--- config.mk ---
export PLATFORM = sky130hd
export DESIGN_NAME = tccw_ctrl
export DESIGN_NICKNAME = d
export VERILOG_FILES = /design/src/rtl/tccw_pkg.sv /design/src/rtl/tccw_ctrl.sv
export SDC_FILE = /design/constraint.sdc
export NUM_CORES = 1
export LEC_CHECK = 0
export ABC_AREA = 1
export BUFFER_PORTS_ARGS = -buffer_cell sky130_fd_sc_hd__buf_2
export CORE_AREA = 4 4 41 43
export DETAILED_ROUTE_END_ITERATION = 10
export DIE_AREA = 0 0 45 47
export GPL_TIMING_DRIVEN = 0
export REMOVE_ABC_BUFFERS = 1
export SYNTH_ARGS = -nofsm -noshare
export SYNTH_HDL_FRONTEND = slang
export SYNTH_SLANG_ARGS = --single-unit
--- constraint.sdc ---
create_clock -name clk -period 1.3 [get_ports clk]
set_input_delay 0.065 -clock clk [delete_from_list [all_inputs] [get_ports clk]]
set_output_delay 0.065 -clock clk [all_outputs]
set_load 0.005 [all_outputs]
--- src/rtl/tccw_pkg.sv ---
package tccw_pkg;

    localparam int COLUMNS = 80;
    localparam int ROWS    = 25;
    localparam int CELLS   = COLUMNS * ROWS;
    localparam int ADDR_W  = $clog2(CELLS);

    localparam int ROW_W   = 5;
    localparam int COL_W   = 7;
    localparam int CHAR_W  = 8;
    localparam int CELL_W  = 16;
    localparam int LINES_W = 8;

    localparam logic [CHAR_W-1:0] CODE_CR    = 8'd13;
    localparam logic [CHAR_W-1:0] CODE_LF    = 8'd10;
    localparam logic [CHAR_W-1:0] CODE_SPACE = 8'd32;

    localparam logic [CHAR_W-1:0] RESET_GLYPH = 8'd95;
    localparam logic [CHAR_W-1:0] RESET_ATTR  = 8'd15;
    localparam logic [CELL_W-1:0] RESET_CELL  = {RESET_ATTR, RESET_GLYPH};

    localparam int CFG_IDX_W  = 1;
    localparam int CFG_DATA_W = 8;

    typedef enum logic [CFG_IDX_W-1:0] {
        CFG_GLYPH,
        CFG_ATTR
    } cfg_idx_t;

    typedef enum logic [1:0] {
        CMD_WRITE,
        CMD_READ,
        CMD_CLEAR,
        CMD_SCROLL
    } cmd_t;

    typedef enum logic [2:0] {
        MOP_NONE,
        MOP_FILL,
        MOP_PUT,
        MOP_GLYPH,
        MOP_COPY_RD,
        MOP_COPY_WR,
        MOP_ZERO,
        MOP_READ
    } mem_op_t;

    typedef enum logic [3:0] {
        ST_INIT,
        ST_IDLE,
        ST_PUT,
        ST_COPY_RD,
        ST_COPY_WR,
        ST_ZERO,
        ST_GLYPH,
        ST_READ,
        ST_DONE
    } state_t;

    typedef struct packed {
        logic [1:0]         command;
        logic [CHAR_W-1:0]  char_code;
        logic [CHAR_W-1:0]  char_attr;
        logic [ROW_W-1:0]   cell_row;
        logic [COL_W-1:0]   cell_col;
        logic [LINES_W-1:0] scroll_lines;
    } in_item_t;

    typedef struct packed {
        logic [CELL_W-1:0] cell_value;
        logic [ROW_W-1:0]  cursor_row;
        logic [COL_W-1:0]  cursor_col;
        logic              scrolled;
    } out_item_t;

    typedef struct packed {
        logic    load_item;
        logic    cnt_inc;
        logic    cur_advance;
        logic    load_result;
        mem_op_t mop;
    } dp_cmd_t;

    typedef struct packed {
        cmd_t in_cmd;
        logic in_none;
        logic in_all;
        cmd_t item_cmd;
        logic cnt_last;
        logic cnt_keep_end;
        logic wrap_scroll;
    } dp_status_t;

endpackage

--- src/rtl/tccw_ctrl.sv ---
module tccw_ctrl (
    input  logic                 clk,
    input  logic                 rst_n,
    input  logic                 cmd_valid,
    output logic                 cmd_ready,
    output logic                 res_valid,
    input  logic                 res_ready,
    input  tccw_pkg::dp_status_t sts,
    output tccw_pkg::dp_cmd_t    ctl
);
    import tccw_pkg::*;

    state_t state_reg, state_next;
    logic   res_valid_reg, res_valid_next;
    logic   res_free;

    // The result register can take a new result once the old one is gone or leaving.
    assign res_free = !res_valid_reg || res_ready;

    always_comb
    begin
        state_next = state_reg;
        unique case (state_reg)
            ST_INIT:
            begin
                if (sts.cnt_last)
                begin
                    state_next = ST_IDLE;
                end
            end
            ST_IDLE:
            begin
                if (cmd_valid)
                begin
                    unique case (sts.in_cmd)
                        CMD_WRITE:  state_next = ST_PUT;
                        CMD_READ:   state_next = ST_READ;
                        CMD_CLEAR:  state_next = ST_ZERO;
                        CMD_SCROLL:
                        begin
                            priority if (sts.in_none)
                            begin
                                state_next = ST_DONE;
                            end
                            else if (sts.in_all)
                            begin
                                state_next = ST_ZERO;
                            end
                            else
                            begin
                                state_next = ST_COPY_RD;
                            end
                        end
                    endcase
                end
            end
            ST_PUT:
            begin
                state_next = sts.wrap_scroll ? ST_COPY_RD : ST_GLYPH;
            end
            ST_COPY_RD:
            begin
                state_next = ST_COPY_WR;
            end
            ST_COPY_WR:
            begin
                state_next = sts.cnt_keep_end ? ST_ZERO : ST_COPY_RD;
            end
            ST_ZERO:
            begin
                if (sts.cnt_last)
                begin
                    state_next = (sts.item_cmd == CMD_CLEAR) ? ST_DONE : ST_GLYPH;
                end
            end
            ST_GLYPH:
            begin
                state_next = ST_DONE;
            end
            ST_READ:
            begin
                state_next = ST_DONE;
            end
            ST_DONE:
            begin
                if (res_free)
                begin
                    state_next = ST_IDLE;
                end
            end
            default:
            begin
                state_next = ST_IDLE;
            end
        endcase
    end

    always_comb
    begin
        cmd_ready       = 1'b0;
        ctl.load_item   = 1'b0;
        ctl.cnt_inc     = 1'b0;
        ctl.cur_advance = 1'b0;
        ctl.load_result = 1'b0;
        ctl.mop         = MOP_NONE;
        unique case (state_reg)
            ST_INIT:
            begin
                ctl.mop     = MOP_FILL;
                ctl.cnt_inc = 1'b1;
            end
            ST_IDLE:
            begin
                cmd_ready     = 1'b1;
                ctl.load_item = cmd_valid;
            end
            ST_PUT:
            begin
                ctl.mop         = MOP_PUT;
                ctl.cur_advance = 1'b1;
            end
            ST_COPY_RD:
            begin
                ctl.mop = MOP_COPY_RD;
            end
            ST_COPY_WR:
            begin
                ctl.mop     = MOP_COPY_WR;
                ctl.cnt_inc = 1'b1;
            end
            ST_ZERO:
            begin
                ctl.mop     = MOP_ZERO;
                ctl.cnt_inc = 1'b1;
            end
            ST_GLYPH:
            begin
                ctl.mop = MOP_GLYPH;
            end
            ST_READ:
            begin
                ctl.mop = MOP_READ;
            end
            ST_DONE:
            begin
                ctl.load_result = res_free;
            end
            default:
            begin
            end
        endcase
    end

    always_comb
    begin
        res_valid_next = res_valid_reg;
        if (ctl.load_result)
        begin
            res_valid_next = 1'b1;
        end
        else if (res_ready)
        begin
            res_valid_next = 1'b0;
        end
    end

    always_ff @(posedge clk or negedge rst_n)
    begin
        if (!rst_n)
        begin
            state_reg     <= ST_INIT;
            res_valid_reg <= 1'b0;
        end
        else
        begin
            state_reg     <= state_next;
            res_valid_reg <= res_valid_next;
        end
    end

    assign res_valid = res_valid_reg;

endmodule

; ---- After elaboration in Yosys (flattened, before gate mapping)
; Index checks and enable logic that the tools add are counted.
; Widths: inputs -> output; s select.
[totals]
reg_bits = 5
elab_cells = 45
output_inout_bits = 9
in_bits = 13
[op_classes]
eq_ne = 16
n_mux = 19
reduce_logical = 8
[op_table]
columns = op, n
row1 = $pmux 4 s8, 1
row2 = $mux 4, 6
row3 = $pmux 3 s7, 1
row4 = $eq 4x3->1 const B, 4
row5 = $pmux 4 s4, 1
row6 = $mux 3, 3
row7 = $eq 4x2->1 const B, 2
row8 = $ne 2x2->1 const B, 4
row9 = $mux 1, 7
row10 = $eq 2x2->1 const B, 3
row11 = $eq 4x1->1 const B, 1
row12 = $eq 4x4->1 const B, 1
row13 = $logic_not 4->1, 1
row14 = $reduce_and 4->1, 1
row15 = $reduce_or 3->1, 1
row16 = $eq 2x1->1 const B, 1
row17 = $logic_not 2->1, 1
row18 = $reduce_bool 2->1, 1
row19 = $reduce_or 2->1, 1
row20 = $logic_not 1->1, 1
row21 = $logic_or 1x1->1, 1

; ---- Longest topological paths before layout
[logic_depth]
ltp_word = 5
depth_mapped = 9
depth_no_buf = 8

; ---- Worst setup path after synthesis
; No wires, ideal clock.
[synth_timing]
path_type = flip-flop to flip-flop
startpoint = register state_reg[1]
endpoint = register state_reg[2]
slack_ps = 109
path_buffers = 0
t_arrival_ps = 1074
synth_period_minus_slack_ps = 1191
setup_ps = 117
required_ps = 1183
stages_incl_launch_ff = 7
cell_sequence = dfrtp_1 nor2_1 nand2_1 a21oi_2 nor2_2 nand2_1 nand2_1
[synth_between]
elab_chain_len = 3
elab_cells_between_ends = 16
cone_classes = 12 x eq/ne / 1 x mux / 3 x reduce/logical
[synth_rtl]
columns = item, line
row1 = start: declaration, tccw_ctrl.sv:13  ; state_t state_reg, state_next;
row2 = start signal: assignment, tccw_ctrl.sv:176  ; state_reg <= state_next;
row3 = $eq 4x3->1 (tied with other cells), tccw_ctrl.sv:23  ; unique case (state_reg)
row4 = $reduce_or 2->1 (no line) / $ne 2x2->1 (equally long branches), -
row5 = $pmux 4 s8 / $reduce_and 4->1 (equally long branches), -
; Parallel ways exist; a longest one is shown, timed or not.
; A chain may end at the register's enable or synchronous reset.

==> impl_metrics.tcl <==
set metrics [dict create \
    power_density_nw_per_um2 2249 \
    cts_buffers 3 \
    grt.overflow.total 0 \
    cpPeakStageDelay_ns 0.48 \
    antenna_cells 0 \
    synth-adder-area-share 0 \
    tns_ns -0.01314 \
    timing.fmax_mhz 761.5 \
    drt_pass1_iterations 4 \
    drc_errors 0 \
    leakagePower_nw 0.3908 \
    critPathSlowestCell "dfrtp_2" \
    clk_path_buf_depth 2 \
    fin_crit_sh 1.010 \
    cp.required_ns 1.24 \
    wl_per_cell_um 10.51 \
    hp-start "res_ready" \
    synthSimpleGateAreaFrac 0.4922 \
    status "finished with violations" \
    maxSlewHeadroom 0.8647 \
    antenna_found_initial 0 \
    final.setup.worst_slack_ns -0.01314 \
    power_frac_seq 0.225 \
    cts-htree-levels 1 \
    path_class "register to primary output" \
    synth_flop_cell "dfrtp_1" \
    synth_common_cells "nand2_1, inv_1, nor2_1, nand3_1, dfrtp_1" \
    power.total_w 0.001547 \
    finalHoldViolCount 0 \
    grt_pass1_vias 511 \
    synthMuxAreaShare 0 \
    nets 121 \
    ys_types 20 \
    largest_reg_flops 4 \
    dieWidth_um 45 \
    fin_skew_ns 0.003386 \
    min_path_type "input pin to register" \
    pre_cts_slack_ns -0.03252 \
    worstPathCellList "nor2_4 -> nand2_2 -> o21a_1 -> nand2_1 -> buf_2" \
    clkSlewWorstSetupHoldPaths_ns 0.04 \
    yosysTopAreaCell "dfrtp_1" \
    p_int_w 0.0007792 \
    drv_cap 0 \
    fin_crit_ns 1.313 \
    p_sw_frac 0.4964 \
    dr.first_iter.drc_count 13 \
    cts_root_buf "clkbuf_4" \
    syn_area_sq_um 483.0 \
    reg2reg_from "state_reg[2]" \
    path_max_fanout 7 \
    cts_tree "built" \
    combPwrFrac 0.664 \
    place_hpwl_um 1017 \
    postRouteAntennaNets 0 \
    synthXorXnorAreaFrac 0 \
    syn_inst 81 \
    synth_area_leaders "dfrtp_1, nand2_1, inv_1" \
    drt-total-wl_um 1282 \
    via_count 579 \
    violations "setup timing" \
    fill_cells 148 \
    drv_slew 0 \
    die-area_sq_um 2115 \
    p_switching_w 0.0007681 \
    setup_viol 1 \
    synth.most_common_cell "nand2_1" \
    syn2layout_area_growth_pct 42.49 \
    final_util 0.5288 \
    grt_use_total 0.1303 \
    grt_pass1_wl_um 2021 \
    drive_gt1_frac 0.4393 \
    die_y_um 47 \
    synth-edff-count 0 \
    yosysSeqAreaShare 0.2591 \
    synth_top_family_by_area "simple AND/OR/NAND/NOR gates" \
    avgSynthCellArea_sq_um 5.963 \
    critPathLaunch "state_reg[3]" \
    worst_pin_slew_ns 0.2029 \
    rows 13 \
    synth_compound_area_frac 0.1166 \
    cp.arrival_ns 1.25 \
    synth_top_area_share 0.2591 \
    io_buffers 21 \
    grt_start_max_net_pins 9 \
    synth_seq_cells 5 \
    cp-start-kind "register" \
    start_util 0.3712 \
    rsz0062_at_grt "yes" \
    vdd_drop_max_mv 0.8964 \
    p_clk_frac 0.111 \
    pin_count 22 \
    ys_warn_count 0 \
    crit_path_end_kind "primary output" \
    worstSkewPairLatency_ns 0.24 \
    vias_per_cell 4.746 \
    design.core.area_sq_um 1301 \
    place_congestion 0.7923 \
    async_flop_share 1.000 \
    clock-sinks 5 \
]
[worst max-delay path: cells and delay by family (launching register included)]
family,cells,cell delay [ns]
AOI/OAI and AO/OA,1,0.11
buffers and inverters,1,0.10
DFF,1,0.48
and+or+nand+nor,3,0.33
[what timing repair did]
item	CTS	global route
buffers inserted	0	2
endpoints found under the hold margin	5	0
hold buffers	1	0
pin swaps	2	7
endpoints found under the setup margin	9	11
gates resized for setup	8	10
[final cells by class]
class	instances	area, sq um	area share
Sequential cell	5	128.9	0.1873
Tap cell	15	18.77	0.02727
Clock buffer	4	26.28	0.03818
Multi-Input combinational cell	62	339.1	0.4927
Timing Repair Buffer	24	130.1	0.1891
Inverter	12	45.04	0.06545
[worst paths after layout]
check	slack, ns	cells past startpoint	end
max	-0.01	5	ctl[5]
min reg2reg	0.56	2	res_valid
max in group asynchronous	0.98	2	state_reg[0]
min in group asynchronous	0.18	2	state_reg[2]
min	0.06	2	res_valid
max reg2reg	0.06	8	state_reg[3]
[power by group through the flow]
stage          logic, W  clock network [W]  registers [W]
3_5_place_dp   0.000873                  0       0.000296
4_1_cts        0.000905           0.000177       0.000330
3_3_place_gp   0.000881                  0       0.000297
2_1_floorplan  0.000602                  0       0.000280
5_1_grt         0.00117           0.000188       0.000356
6_report        0.00103           0.000172       0.000348
[logic make-up (layout without fill, tap and decap cells)]
| logic type | after synthesis | count (layout) |
|---|---|---|
| buf+inv | 14 | 40 |
| simple gates | 53 | 53 |
| compound gates | 9 | 9 |
| flops | 5 | 5 |
[cells in the final DEF (no fill, tap or decap)]
master / synthesis / routed
dfrtp_2: 0 / 3
nand4_1: 2 / 2
nand3b_1: 1 / 1
buf_4: 1 / 2
nand2_2: 2 / 5
clkbuf_4: 0 / 3
nand3_1: 7 / 7
or2_1: 1 / 1
or2_2: 1 / 1
buf_2: 0 / 21
nand2_1: 23 / 20
o21ai_0: 4 / 4
clkbuf_1: 0 / 1
dfrtp_1: 5 / 2
inv_1: 11 / 8
nor2_2: 4 / 1
nor2_4: 0 / 6
nor2_1: 11 / 8
a21oi_1: 1 / 1
nor3_1: 1 / 1
o21a_1: 1 / 1
a211oi_1: 2 / 2
dlygate4sd3_1: 0 / 1
inv_2: 1 / 4
a21oi_2: 1 / 1
[through the flow]
step           cells  hold WS [ns]  area, sq um
2_1_floorplan     79       -0.2306        464.2
3_3_place_gp     115       -0.1182        588.1
3_5_place_dp     115       -0.1193        588.1
4_1_cts          120       0.05357        643.1
5_1_grt          122       0.04870        688.2
6_report         122       0.06212        688.2
[per-layer routing]
metal  GRT usage  up-vias  share of wire
met5           0        -              0
met4     0.05263        0              0
met3     0.02299        0          0.044
met2      0.2260       14           0.51
met1      0.1594      257           0.44
li1            -      308              -
Power figures use the tool's default switching activity.
